[config.mk]
export PLATFORM = sky130hd
export DESIGN_NAME = double_ended_queue
export DESIGN_NICKNAME = d
export VERILOG_FILES = /design/src/hdl/deq_pkg.sv /design/src/hdl/double_ended_queue.sv /design/src/hdl/deq_ram.sv
export SDC_FILE = /design/constraint.sdc
export NUM_CORES = 1
export LEC_CHECK = 0
export BUFFER_PORTS_ARGS = -buffer_cell sky130_fd_sc_hd__buf_4
export CAP_MARGIN = 20
export CORE_ASPECT_RATIO = 0.75
export CORE_MARGIN = 4
export CORE_UTILIZATION = 44
export CTS_BUF_LIST = sky130_fd_sc_hd__clkbuf_8
export CTS_CLUSTER_SIZE = 10
export DETAILED_ROUTE_END_ITERATION = 8
export PLACE_DENSITY = 0.7
export SLEW_MARGIN = 10
export SYNTH_ARGS = -nofsm -noshare
export SYNTH_HDL_FRONTEND = slang
export SYNTH_SLANG_ARGS = --single-unit
[constraint.sdc]
create_clock -name clk -period 7.2 [get_ports clk]
set_clock_uncertainty 0.1 [all_clocks]
set_input_delay 0 -clock clk [delete_from_list [all_inputs] [get_ports clk]]
set_output_delay 0 -clock clk [all_outputs]
set_load 0.01 [all_outputs]
[src/hdl/deq_pkg.sv]
`default_nettype none

package deq_pkg;

	localparam int DEPTH      = 16;
	localparam int DATA_WIDTH = 32;
	localparam int IDX_W      = $clog2(DEPTH);
	localparam int CNT_W      = $clog2(DEPTH + 1);

	typedef logic [IDX_W-1:0]      idx_t;
	typedef logic [CNT_W-1:0]      cnt_t;
	typedef logic [DATA_WIDTH-1:0] elem_t;

	typedef enum logic [2:0] {
		CMD_PEEK       = 3'd0,
		CMD_PUSH_FRONT = 3'd1,
		CMD_PUSH_BACK  = 3'd2,
		CMD_POP_FRONT  = 3'd3,
		CMD_POP_BACK   = 3'd4
	} cmd_t;

	typedef enum logic [1:0] {
		ST_OK    = 2'd0,
		ST_EMPTY = 2'd1,
		ST_FULL  = 2'd2
	} status_t;

	typedef struct packed {
		logic [2:0]          cmd;
		logic signed [31:0]  value;
	} req_item_t;

	typedef struct packed {
		logic [1:0]          status;
		logic signed [31:0]  popped_value;
		logic signed [31:0]  front_value;
		logic signed [31:0]  rear_value;
		logic [4:0]          item_count;
		logic                is_empty;
	} rsp_item_t;

	function automatic idx_t wrap_add(idx_t i, cnt_t n);
		logic [CNT_W:0] s;
		s = (CNT_W + 1)'(i) + (CNT_W + 1)'(n);
		if (s >= (CNT_W + 1)'(DEPTH)) begin
			s = s - (CNT_W + 1)'(DEPTH);
		end
		return s[IDX_W-1:0];
	endfunction

	function automatic idx_t wrap_inc(idx_t i);
		return (i == IDX_W'(DEPTH - 1)) ? '0 : i + IDX_W'(1);
	endfunction

	function automatic idx_t wrap_dec(idx_t i);
		return (i == '0) ? IDX_W'(DEPTH - 1) : i - IDX_W'(1);
	endfunction

	function automatic elem_t to_elem(logic [31:0] v);
		logic [63:0] t;
		t = 64'(v);
		return t[DATA_WIDTH-1:0];
	endfunction

	function automatic logic [31:0] to_field(elem_t e);
		logic [63:0] t;
		t = 64'(e);
		return t[31:0];
	endfunction

endpackage

`default_nettype wire

[src/hdl/double_ended_queue.sv]
// An accepted item passes through the s1 stage registers and then the rsp register before its result is on rsp.
// Throughput: one item per cycle while rsp is not stalled; the element that becomes the new front or rear
// after a pop is read from the registered port of the slot memory and is forwarded.
// Reset clears the front pointer, the element count and all valid flags.
// Slot storage is not cleared; data read from a slot that holds no element is never used.
`default_nettype none

module double_ended_queue (
	input  wire logic               clk,
	input  wire logic               arst_n,
	input  wire logic               req_valid,
	output      logic               req_ready,
	input  wire deq_pkg::req_item_t req,
	output      logic               rsp_valid,
	input  wire logic               rsp_ready,
	output      deq_pkg::rsp_item_t rsp
);

	import deq_pkg::*;

	idx_t      head_q;
	cnt_t      count_q;
	elem_t     front_q;
	elem_t     rear_q;

	logic      s1_valid;
	status_t   s1_status;
	elem_t     s1_popped;
	cnt_t      s1_count;
	logic      s1_ld_front;
	logic      s1_ld_rear;

	logic      rsp_valid_q;
	rsp_item_t rsp_q;

	logic      s1_fire;
	logic      acc;
	elem_t     rdata;
	elem_t     eff_front;
	elem_t     eff_rear;

	idx_t      nxt_head;
	cnt_t      nxt_count;
	elem_t     nxt_front;
	elem_t     nxt_rear;
	status_t   nxt_status;
	elem_t     nxt_popped;
	logic      nxt_ld_front;
	logic      nxt_ld_rear;
	logic      we;
	idx_t      waddr;
	elem_t     wdata;
	logic      re;
	idx_t      raddr;
	logic      full;
	logic      empty;

	assign s1_fire   = s1_valid && (!rsp_valid_q || rsp_ready);
	assign req_ready = !s1_valid || s1_fire;
	assign acc       = req_valid && req_ready;
	assign rsp_valid = rsp_valid_q;
	assign rsp       = rsp_q;

	assign eff_front = (s1_valid && s1_ld_front) ? rdata : front_q;
	assign eff_rear  = (s1_valid && s1_ld_rear) ? rdata : rear_q;

	assign full  = (count_q == CNT_W'(DEPTH));
	assign empty = (count_q == '0);

	always_comb begin
		nxt_head     = head_q;
		nxt_count    = count_q;
		nxt_front    = eff_front;
		nxt_rear     = eff_rear;
		nxt_status   = ST_OK;
		nxt_popped   = '0;
		nxt_ld_front = 1'b0;
		nxt_ld_rear  = 1'b0;
		we           = 1'b0;
		waddr        = wrap_dec(head_q);
		wdata        = to_elem(req.value);
		re           = 1'b0;
		raddr        = head_q;
		case (req.cmd)
			CMD_PUSH_FRONT: begin
				if (full) begin
					nxt_status = ST_FULL;
				end else begin
					we        = 1'b1;
					waddr     = wrap_dec(head_q);
					nxt_head  = wrap_dec(head_q);
					nxt_count = count_q + CNT_W'(1);
					nxt_front = wdata;
					if (empty) begin
						nxt_rear = wdata;
					end
				end
			end
			CMD_PUSH_BACK: begin
				if (full) begin
					nxt_status = ST_FULL;
				end else begin
					we        = 1'b1;
					waddr     = wrap_add(head_q, count_q);
					nxt_count = count_q + CNT_W'(1);
					nxt_rear  = wdata;
					if (empty) begin
						nxt_front = wdata;
					end
				end
			end
			CMD_POP_FRONT: begin
				if (empty) begin
					nxt_status = ST_EMPTY;
				end else begin
					nxt_popped   = eff_front;
					re           = 1'b1;
					raddr        = wrap_inc(head_q);
					nxt_head     = wrap_inc(head_q);
					nxt_count    = count_q - CNT_W'(1);
					nxt_ld_front = (count_q != CNT_W'(1));
				end
			end
			CMD_POP_BACK: begin
				if (empty) begin
					nxt_status = ST_EMPTY;
				end else begin
					nxt_popped  = eff_rear;
					re          = 1'b1;
					raddr       = (count_q < CNT_W'(2)) ? head_q :
						wrap_add(head_q, count_q - CNT_W'(2));
					nxt_count   = count_q - CNT_W'(1);
					nxt_ld_rear = (count_q != CNT_W'(1));
				end
			end
			default: begin
			end
		endcase
	end

	deq_ram #(
		.DEPTH(DEPTH),
		.WIDTH(DATA_WIDTH)
	) u_ram (
		.clk  (clk),
		.we   (we && acc),
		.waddr(waddr),
		.wdata(wdata),
		.re   (re && acc),
		.raddr(raddr),
		.rdata(rdata)
	);

	always_ff @(posedge clk or negedge arst_n) begin
		if (!arst_n) begin
			head_q      <= '0;
			count_q     <= '0;
			s1_valid    <= 1'b0;
			s1_ld_front <= 1'b0;
			s1_ld_rear  <= 1'b0;
		end else begin
			if (acc) begin
				head_q      <= nxt_head;
				count_q     <= nxt_count;
				s1_valid    <= 1'b1;
				s1_ld_front <= nxt_ld_front;
				s1_ld_rear  <= nxt_ld_rear;
			end else if (s1_fire) begin
				s1_valid    <= 1'b0;
				s1_ld_front <= 1'b0;
				s1_ld_rear  <= 1'b0;
			end
		end
	end

	always_ff @(posedge clk) begin
		if (acc) begin
			front_q   <= nxt_front;
			rear_q    <= nxt_rear;
			s1_status <= nxt_status;
			s1_popped <= nxt_popped;
			s1_count  <= nxt_count;
		end else begin
			front_q <= eff_front;
			rear_q  <= eff_rear;
		end
	end

	always_ff @(posedge clk or negedge arst_n) begin
		if (!arst_n) begin
			rsp_valid_q <= 1'b0;
		end else if (s1_fire) begin
			rsp_valid_q <= 1'b1;
		end else if (rsp_ready) begin
			rsp_valid_q <= 1'b0;
		end
	end

	always_ff @(posedge clk) begin
		if (s1_fire) begin
			rsp_q.status       <= s1_status;
			rsp_q.popped_value <= to_field(s1_popped);
			rsp_q.front_value  <= (s1_count != '0) ? to_field(eff_front) : '0;
			rsp_q.rear_value   <= (s1_count != '0) ? to_field(eff_rear) : '0;
			rsp_q.item_count   <= 5'(s1_count);
			rsp_q.is_empty     <= (s1_count == '0);
		end
	end

	a_count_bound: assert property (@(posedge clk) disable iff (!arst_n)
		count_q <= CNT_W'(DEPTH))
		else $error("element count exceeds depth");

	a_head_bound: assert property (@(posedge clk) disable iff (!arst_n)
		head_q <= IDX_W'(DEPTH - 1))
		else $error("front pointer out of range");

	a_push_grows: assert property (@(posedge clk) disable iff (!arst_n)
		(acc && !full && (req.cmd == CMD_PUSH_FRONT || req.cmd == CMD_PUSH_BACK))
		|=> count_q == $past(count_q) + CNT_W'(1))
		else $error("accepted push did not grow the queue");

	a_load_nonempty: assert property (@(posedge clk) disable iff (!arst_n)
		(s1_valid && (s1_ld_front || s1_ld_rear)) |-> (s1_count != '0))
		else $error("memory forward pending on an empty queue");

	a_empty_flag: assert property (@(posedge clk) disable iff (!arst_n)
		rsp_valid_q |-> (rsp_q.is_empty == (rsp_q.item_count == 5'd0)))
		else $error("empty flag disagrees with count");

endmodule

`default_nettype wire

[src/hdl/deq_ram.sv]
`default_nettype none

module deq_ram #(
	parameter int DEPTH = 16,
	parameter int WIDTH = 32
) (
	input  wire logic                     clk,
	input  wire logic                     we,
	input  wire logic [$clog2(DEPTH)-1:0] waddr,
	input  wire logic [WIDTH-1:0]         wdata,
	input  wire logic                     re,
	input  wire logic [$clog2(DEPTH)-1:0] raddr,
	output      logic [WIDTH-1:0]         rdata
);

	logic [WIDTH-1:0] mem [DEPTH];

	always_ff @(posedge clk) begin
		if (we) begin
			mem[waddr] <= wdata;
		end
	end

	always_ff @(posedge clk) begin
		if (re) begin
			rdata <= mem[raddr];
		end
	end

endmodule

`default_nettype wire
# Yosys cells after proc, flatten, opt, wreduce, memory -nomap -nowiden

Memory sizes are Yosys's and may differ from the RTL's. A register that Yosys moved wholly into a read port is not among the register bits.
Index checks and enable logic that the tools add are counted.

Register bits after elaboration: 220
RAM bits: 512
Bits of input ports: 39
Memories kept: 1

$add $sub $neg: 9
Order comparisons: 3
Eq/ne operators: 8
Multiplexer cells: 48
Reductions and logical operators: 20

Memories:

| name      | words | width | rd ports | clocked after memory_dff | wr ports | RTL line      | text |
|---|---|---|---|---|---|---|---|
| u_ram.mem | 16    | 32    | 1        | 1                        | 1        | deq_ram.sv:16 | `logic [WIDTH-1:0] mem [DEPTH];` |

Operators by type and width:

| operator                                                          | count |
|---|---|
| 2-to-1 mux 32 bit                                                 | 12 |
| case mux 32 bit (2 select lines)                                  | 3 |
| 2-to-1 mux 4 bit                                                  | 10 |
| 2-to-1 mux 1 bit                                                  | 16 |
| case mux 4 bit (2 select lines)                                   | 2 |
| adder 4 x 5 -> 6 bit                                              | 2 |
| greater-or-equal comparator 6 x 5 -> 1 bit, second input constant | 2 |
| subtractor 4 x 1 -> 4 bit, second input constant                  | 3 |
| zero test 5 bit                                                   | 2 |
| 2-to-1 mux 5 bit                                                  | 2 |
| case mux 5 bit (2 select lines)                                   | 1 |
| equality test 3 x 2 -> 1 bit, second input constant               | 2 |
| logical AND 1 bit                                                 | 6 |
| nonzero test 2 bit                                                | 3 |
| adder 5 x 1 -> 5 bit, second input constant                       | 1 |
| equality test 5 bit, second input constant                        | 1 |
| less-than comparator 5 x 2 -> 1 bit, second input constant        | 1 |
| != test 5 x 1 -> 1 bit, second input constant                     | 1 |
| nonzero test 5 bit                                                | 1 |
| subtractor 5 x 1 -> 5 bit, second input constant                  | 1 |
| subtractor 5 x 2 -> 5 bit, second input constant                  | 1 |
| adder 4 x 1 -> 4 bit, second input constant                       | 1 |
| equality test 4 bit, second input constant                        | 1 |
| zero test 4 bit                                                   | 1 |
| other kinds (9)                                                   | 12 |

# Logic depth before layout (Yosys ltp)

Depth in word-level cells: 8
Depth in mapped cells: 13

# Modules after synthesis

From an unflattened synthesis, not the netlist that was laid out.

Cells, all modules: 1623
Area, all modules: 29620.9 sq um

By module, submodules not included:

| module             | times used | cells an instance | area each (sq um) | sequential area each (sq um) |
|---|---|---|---|---|
| deq_ram            | 1          | 838               | 20155.6           | 16335.7 |
| double_ended_queue | 1          | 785               | 9465.3            | 5900.7 |

# Worst setup path before layout

No wires, ideal clock.

Kind: reg-to-reg
From: register rsp_valid_q, in the netlist rsp_valid
To: memory u_ram.mem[0][0], enable pin
Arrival: 4.430 ns
Data required time: 6.679 ns
Setup slack: 2.249 ns
Cell stages (with the launch flop): 9
Path buffers: 1
Cells stage by stage: dfrtp_1 -> nand3b_1 -> nand2_1 -> inv_1 -> clkbuf_1 -> o21ai_0 -> nor3_1 -> nand2_1 -> nor2_1

Word-level cells in the longest chain between the ends: 8

RTL lines:

| what                                   | RTL line                  | text |
|---|---|---|
| start, declared                        | double_ended_queue.sv:33  | `logic rsp_valid_q;` |
| start signal, assigned                 | double_ended_queue.sv:191 | `rsp_valid_q <= 1'b0;` |
| start signal, assigned                 | double_ended_queue.sv:193 | `rsp_valid_q <= 1'b1;` |
| start signal, assigned                 | double_ended_queue.sv:195 | `rsp_valid_q <= 1'b0;` |
| zero test 1 bit                        | double_ended_queue.sv:58  | `assign s1_fire = s1_valid && (!rsp_valid_q \|\| rsp_ready);` |
| logical OR 1 bit                       | double_ended_queue.sv:58  |  |
| logical AND 1 bit                      | double_ended_queue.sv:58  |  |
| logical OR 1 bit                       | double_ended_queue.sv:59  | `assign req_ready = !s1_valid \|\| s1_fire;` |
| named net req_ready                    | double_ended_queue.sv:12  | `output logic req_ready,` |
| logical AND 1 bit                      | double_ended_queue.sv:60  | `assign acc = req_valid && req_ready;` |
| named net acc                          | double_ended_queue.sv:37  | `logic acc;` |
| logical AND 1 bit                      | double_ended_queue.sv:146 | `.we (we && acc),` |
| 2-to-1 mux 1 bit                       | deq_ram.sv:19             | `if (we) begin` |
| 2-to-1 mux 1 bit (not written as such) | deq_ram.sv:20             | `mem[waddr] <= wdata;` |
| end, declared                          | deq_ram.sv:16             |  |

The timed path passes the listed nets, and every way through them passes these cells.

# Worst setup path in the final report

From: register count_q[1]
To: register u_ram.rdata[16] (read register of u_ram.mem), data pin

Word-level cells in the longest chain between the ends: 7
Elaborated cells between the ends (all ways): 14
Classes of those cells: add/sub (3); order compare (2); mux (7); reduce/logical (2)

RTL lines:

| what                                                                                           | RTL line                     | text |
|---|---|---|
| start, declared                                                                                | double_ended_queue.sv:22     | `cnt_t count_q;` |
| start signal, assigned                                                                         | double_ended_queue.sv:164    | `count_q <= nxt_count;` |
| subtractor 5 x 2 -> 5 bit                                                                      | double_ended_queue.sv:131    | `wrap_add(head_q, count_q - CNT_W'(2));` |
| adder 4 x 5 -> 6 bit                                                                           | deq_pkg.sv:44                | `s = (CNT_W + 1)'(i) + (CNT_W + 1)'(n);` |
| greater-or-equal comparator 6 x 5 -> 1 bit / subtractor 4 x 1 -> 4 bit (equally long branches) | deq_pkg.sv:45, deq_pkg.sv:46 |  |
| 2-to-1 mux 4 bit                                                                               | deq_pkg.sv:45                | `if (s >= (CNT_W + 1)'(DEPTH)) begin` |
| 2-to-1 mux 4 bit                                                                               | double_ended_queue.sv:130    | `raddr = (count_q < CNT_W'(2)) ? head_q :` |
| 2-to-1 mux 4 bit                                                                               | double_ended_queue.sv:125    | `if (empty) begin` |
| case mux 4 bit (2 select lines)                                                                | double_ended_queue.sv:84     | `case (req.cmd)` |
| end, declared                                                                                  | deq_ram.sv:13                | `output logic [WIDTH-1:0] rdata` |

Several ways; a longest one is shown, not always the timed one.
A chain may end at the register's enable or synchronous reset.

==> results list <==
- Headroom to the max-slew limit came out at approximately a fifth.
- The congestion estimate from routability-driven global placement came to 0.840.
* Top cell type's share of synthesized area: roughly 66%
* Post-DRT Antenna Nets: 0
* Share of total power in combinational logic: around 35%
- The run finished with clean final reports.
- Of the total power, the clock network draws 23.0%.
* Kind of critical path: reg2reg
- Final hold analysis gives a worst-case slack of a little under 0.07 ns.
- Row generation in the floorplan step produced 84 rows.
- Once the clock tree was built, the setup fixing pass inserted 0 buffers.
- TritonCTS built the clock tree.
- For this design the top-level I/O count stands at 145.
- The worst-case IR drop observed on VDD is 0.300 mV.
* Maximum number of pins on one net before global-route repair: around 120
- For the pin with the worst max-slew slack, the measured transition is ~1.2 ns.
* Post-layout nets: 2410
- Gate Count Post-Synth: between 2000 and 2500
* Cell type contributing the most total cell area after synthesis: sky130_fd_sc_hd__edfxtp_1
- Of all flip-flops after synthesis, the portion carrying an async set or reset was 1.70%.
- Router iterations before antenna repair: 5
- Once detailed placement completed, the half-perimeter wirelength came to between 40000 and 50000 um.
- TNS Setup: 0 ns
- Part of the total power dissipated in sequential elements: a little over two fifths
* Total overflow reported by the global router: 0
- The via count of the first global-routing pass is around 19000.
- Unrepaired setup endpoints after global routing: no
- Net switching is about a third of the power.
- Global-route usage over all layers: approximately a fifth
* Layout overhead on the synthesized area: 14.7%
* Filler cell count: about 5800
- In this run, placement finished with an instance count of 3144.
- For this run, the top clock speed supported by timing is 226 MHz.
- In the post-synthesis netlist, the cell with the most instances is sky130_fd_sc_hd__edfxtp_1.
- First-pass GRT wire length: 116000 um
* Mean area per synthesized cell: roughly 14 um^2
* Register Area: 22200 um^2
* Num Clock Sinks: between 700 and 800
* Crit end category: flip-flop
* Clk Tree Root Cell: sky130_fd_sc_hd__clkbuf_8
- Post-route standard cell area excluding fillers: 35600 um^2
- The clock passes through at most 3 buffers.
- Along the worst path, the maximum fanout reaches roughly 120.
- Syn nets: 2203
- Average via count per standard cell: ~5.8
- STA classifies the critical path startpoint as a flip-flop.
- Sorting the synthesized cells by area gives the leading types as sky130_fd_sc_hd__edfxtp_1, sky130_fd_sc_hd__mux2i_1, sky130_fd_sc_hd__dfxtp_1.
- Arr. time, crit path: roughly 4.8 ns
- Chip width: ~310 um
* Pins over their slew limit: 0
- The initial antenna violation count was 2.
- Final cell count without fillers: ~3400
- Hold Vio Cnt, Final: 0
- After detailed routing, the average wire length per cell comes to roughly 23 um.
- Sorting the synthesized cells by how often they occur yields sky130_fd_sc_hd__edfxtp_1, sky130_fd_sc_hd__nand2_1, sky130_fd_sc_hd__nor2_1.
- Overall power consumption: around 13 mW
* Number of violations of the max-capacitance limit: 0
* Number of CTS-inserted buffers: approximately 110
- In the routed design, unresolved DRC markers number 0.
* Hold WC Path Type: in2reg
- For this run, the number of Yosys warnings is 0.
- Initial detailed-routing violation count: about 2500
* Total die area: around 75000 um^2
* H-tree depth reported by CTS: 3
- Mapped cell area: between 30000 and 40000 um^2
- Of the synthesized area, sequential elements account for 71.7%.
* Required time of the critical path: around 7.6 ns
- Core area: around 70000 um^2
- Of the cells placed in the final design, the portion with a size suffix greater than 1 is 17.2%.
- Internal power component: between 8 and 9 mW
- For this design the ratio of total power to cell area is roughly 370 nW/um^2.
- The die is ~240 um tall.
* Number of antenna repair diodes: 0
* Count of flip-flops with a built-in enable after synthesis: between 600 and 700
- Min Tclk post-route: roughly 4.4 ns
* Total area of multi-input combinational cells: 8220 um^2
- Static Leakage: 12.8 nW
- Total wire length after detailed routing: 77500 um
- The synthesized design contains between 700 and 800 register bits.
* Number of setup violations in the final report: 0
- The later pin in the worst-skew pair is clocked with a latency of approximately 0.73 ns.
- Total placed instance area: about 33000 um^2
- The most used flip-flop cell after synthesis is sky130_fd_sc_hd__edfxtp_1.
* Number of port buffers: ~140
- Summed over all nets, the switching power comes to 4.67 mW.
* Detailed-route via count: between 15000 and 20000
- Initial core utilization: 44.3%
- Clock-pin slew was measured on the worst setup and hold paths at 0.06 ns.
* Portion of the clock cycle consumed by the worst path in the final layout: between 60% and 70%
- The number of different library cells used by synthesis comes to 63.
==> area by class of cell <==
| class | count | share of cell area [%] |
|---|---|---|
| well taps | 946 | 3.33 |
| inverters | 11 | 0.116 |
| repair buffers | 240 | 5.64 |
| multi-input cells | 1231 | 23.1 |
| flip-flops and latches | 764 | 62.5 |
| clock inverters | 84 | 1.06 |
| clock buffers | 110 | 4.26 |
==> sequential cells by signal (all words and copies together), names as in the netlist, 4 cells and up <==
name,cells
rsp,104
head_q,4
s1_popped,32
u_ram.mem,512
count_q,5
rear_q,32
front_q,32
u_ram.rdata,32
s1_count,5
==> critical path: stages, from the launching register on <==
cell and delay [ns]:
sky130_fd_sc_hd__dfrtp_1 0.46, sky130_fd_sc_hd__inv_1 0.28, sky130_fd_sc_hd__ha_1 0.26, sky130_fd_sc_hd__nor4b_4 0.63
sky130_fd_sc_hd__o21ai_0 0.38, sky130_fd_sc_hd__o221ai_4 0.60, sky130_fd_sc_hd__buf_12 0.50, sky130_fd_sc_hd__mux2i_1 0.28
sky130_fd_sc_hd__mux2_2 0.21, sky130_fd_sc_hd__o32ai_1 0.08, sky130_fd_sc_hd__a221o_1 0.27
==> path summary, 6_finish.rpt <==
check	startpoint	end	slack, ns	cells past startpoint
worst min register to register	s1_popped[28]$_DFFE_PP_	rsp[98]$_DFFE_PP_	0.32	0
worst min-delay path	req[13]	u_ram.mem[9][13]$_DFFE_PP_	0.07	2
min in group asynchronous	arst_n	count_q[0]$_DFFE_PN0P_	0.28	3
max in group asynchronous	arst_n	s1_valid$_DFFE_PN0P_	6.32	3
worst max register to register	count_q[1]$_DFFE_PN0P_	u_ram.rdata[16]$_DFFE_PP_	2.77	10
worst max-delay path	count_q[1]$_DFFE_PN0P_	u_ram.rdata[16]$_DFFE_PP_	2.77	10
==> layout by cell type, fill, tap and decap left out, drive strengths merged, types with 4 or more instances in the layout <==
cell,count
buf,194
dlygate4sd3,45
a211oi,104
inv,57
clkinv,34
dfxtp,64
clkbuf,111
dfrtp,13
nor3b,4
nand2,224
o21ai,58
nor2,148
a21oi,97
o31ai,4
mux2i,129
ha,14
and2,100
edfxtp,687
a31oi,65
nand2b,6
mux2,35
xnor2,10
o32ai,32
a21o,32
a221o,34
nand3,7
o22ai,55
and3,34
==> power groups by stage <==
stage	Combinational [mW]	Clock (mW)	Sequential [mW]
3_3_place_gp	4.36	0	5.70
3_5_place_dp	4.51	0	5.72
4_1_cts	4.55	3.11	5.63
2_1_floorplan	3.26	0	5.68
6_report	4.60	3.06	5.63
5_1_grt	4.97	3.32	5.66
==> repair_timing <==
action,4_1_cts,5_1_grt
resized for setup,0,0
endpoints found under the hold margin,641,0
hold buffers,45,0
==> through the flow <==
step           utilization (%)  setup WS (ns)
5_1_grt                   50.8           2.60
2_1_floorplan                -           2.25
6_report                  50.8           2.77
3_5_place_dp              47.4           2.50
4_1_cts                   50.8           2.48
3_3_place_gp              47.4           2.59
==> kinds of logic after synthesis <==
| group | Yosys count | synth area share (%) |
|---|---|---|
| flops | 764 | 71.7 |
| buf+inv | 153 | 2.47 |
| mux | 164 | 5.43 |
| simple gates | 542 | 8.09 |
| xor+xnor | 12 | 0.339 |
| fa+ha+maj | 16 | 0.694 |
| compound gates | 497 | 11.3 |
==> metal layers <==
layer / global-route usage (%) / vias up / wire length, um
li1: - / 8647 / -
met1: 28.6 / 9801 / 33000
met2: 32.1 / 892 / 36500
met3: 3.61 / 135 / 6080
met4: 6.24 / 4 / 1890
met5: 0 / - / 21
No activity file was read; power rests on OpenSTA's default activity.
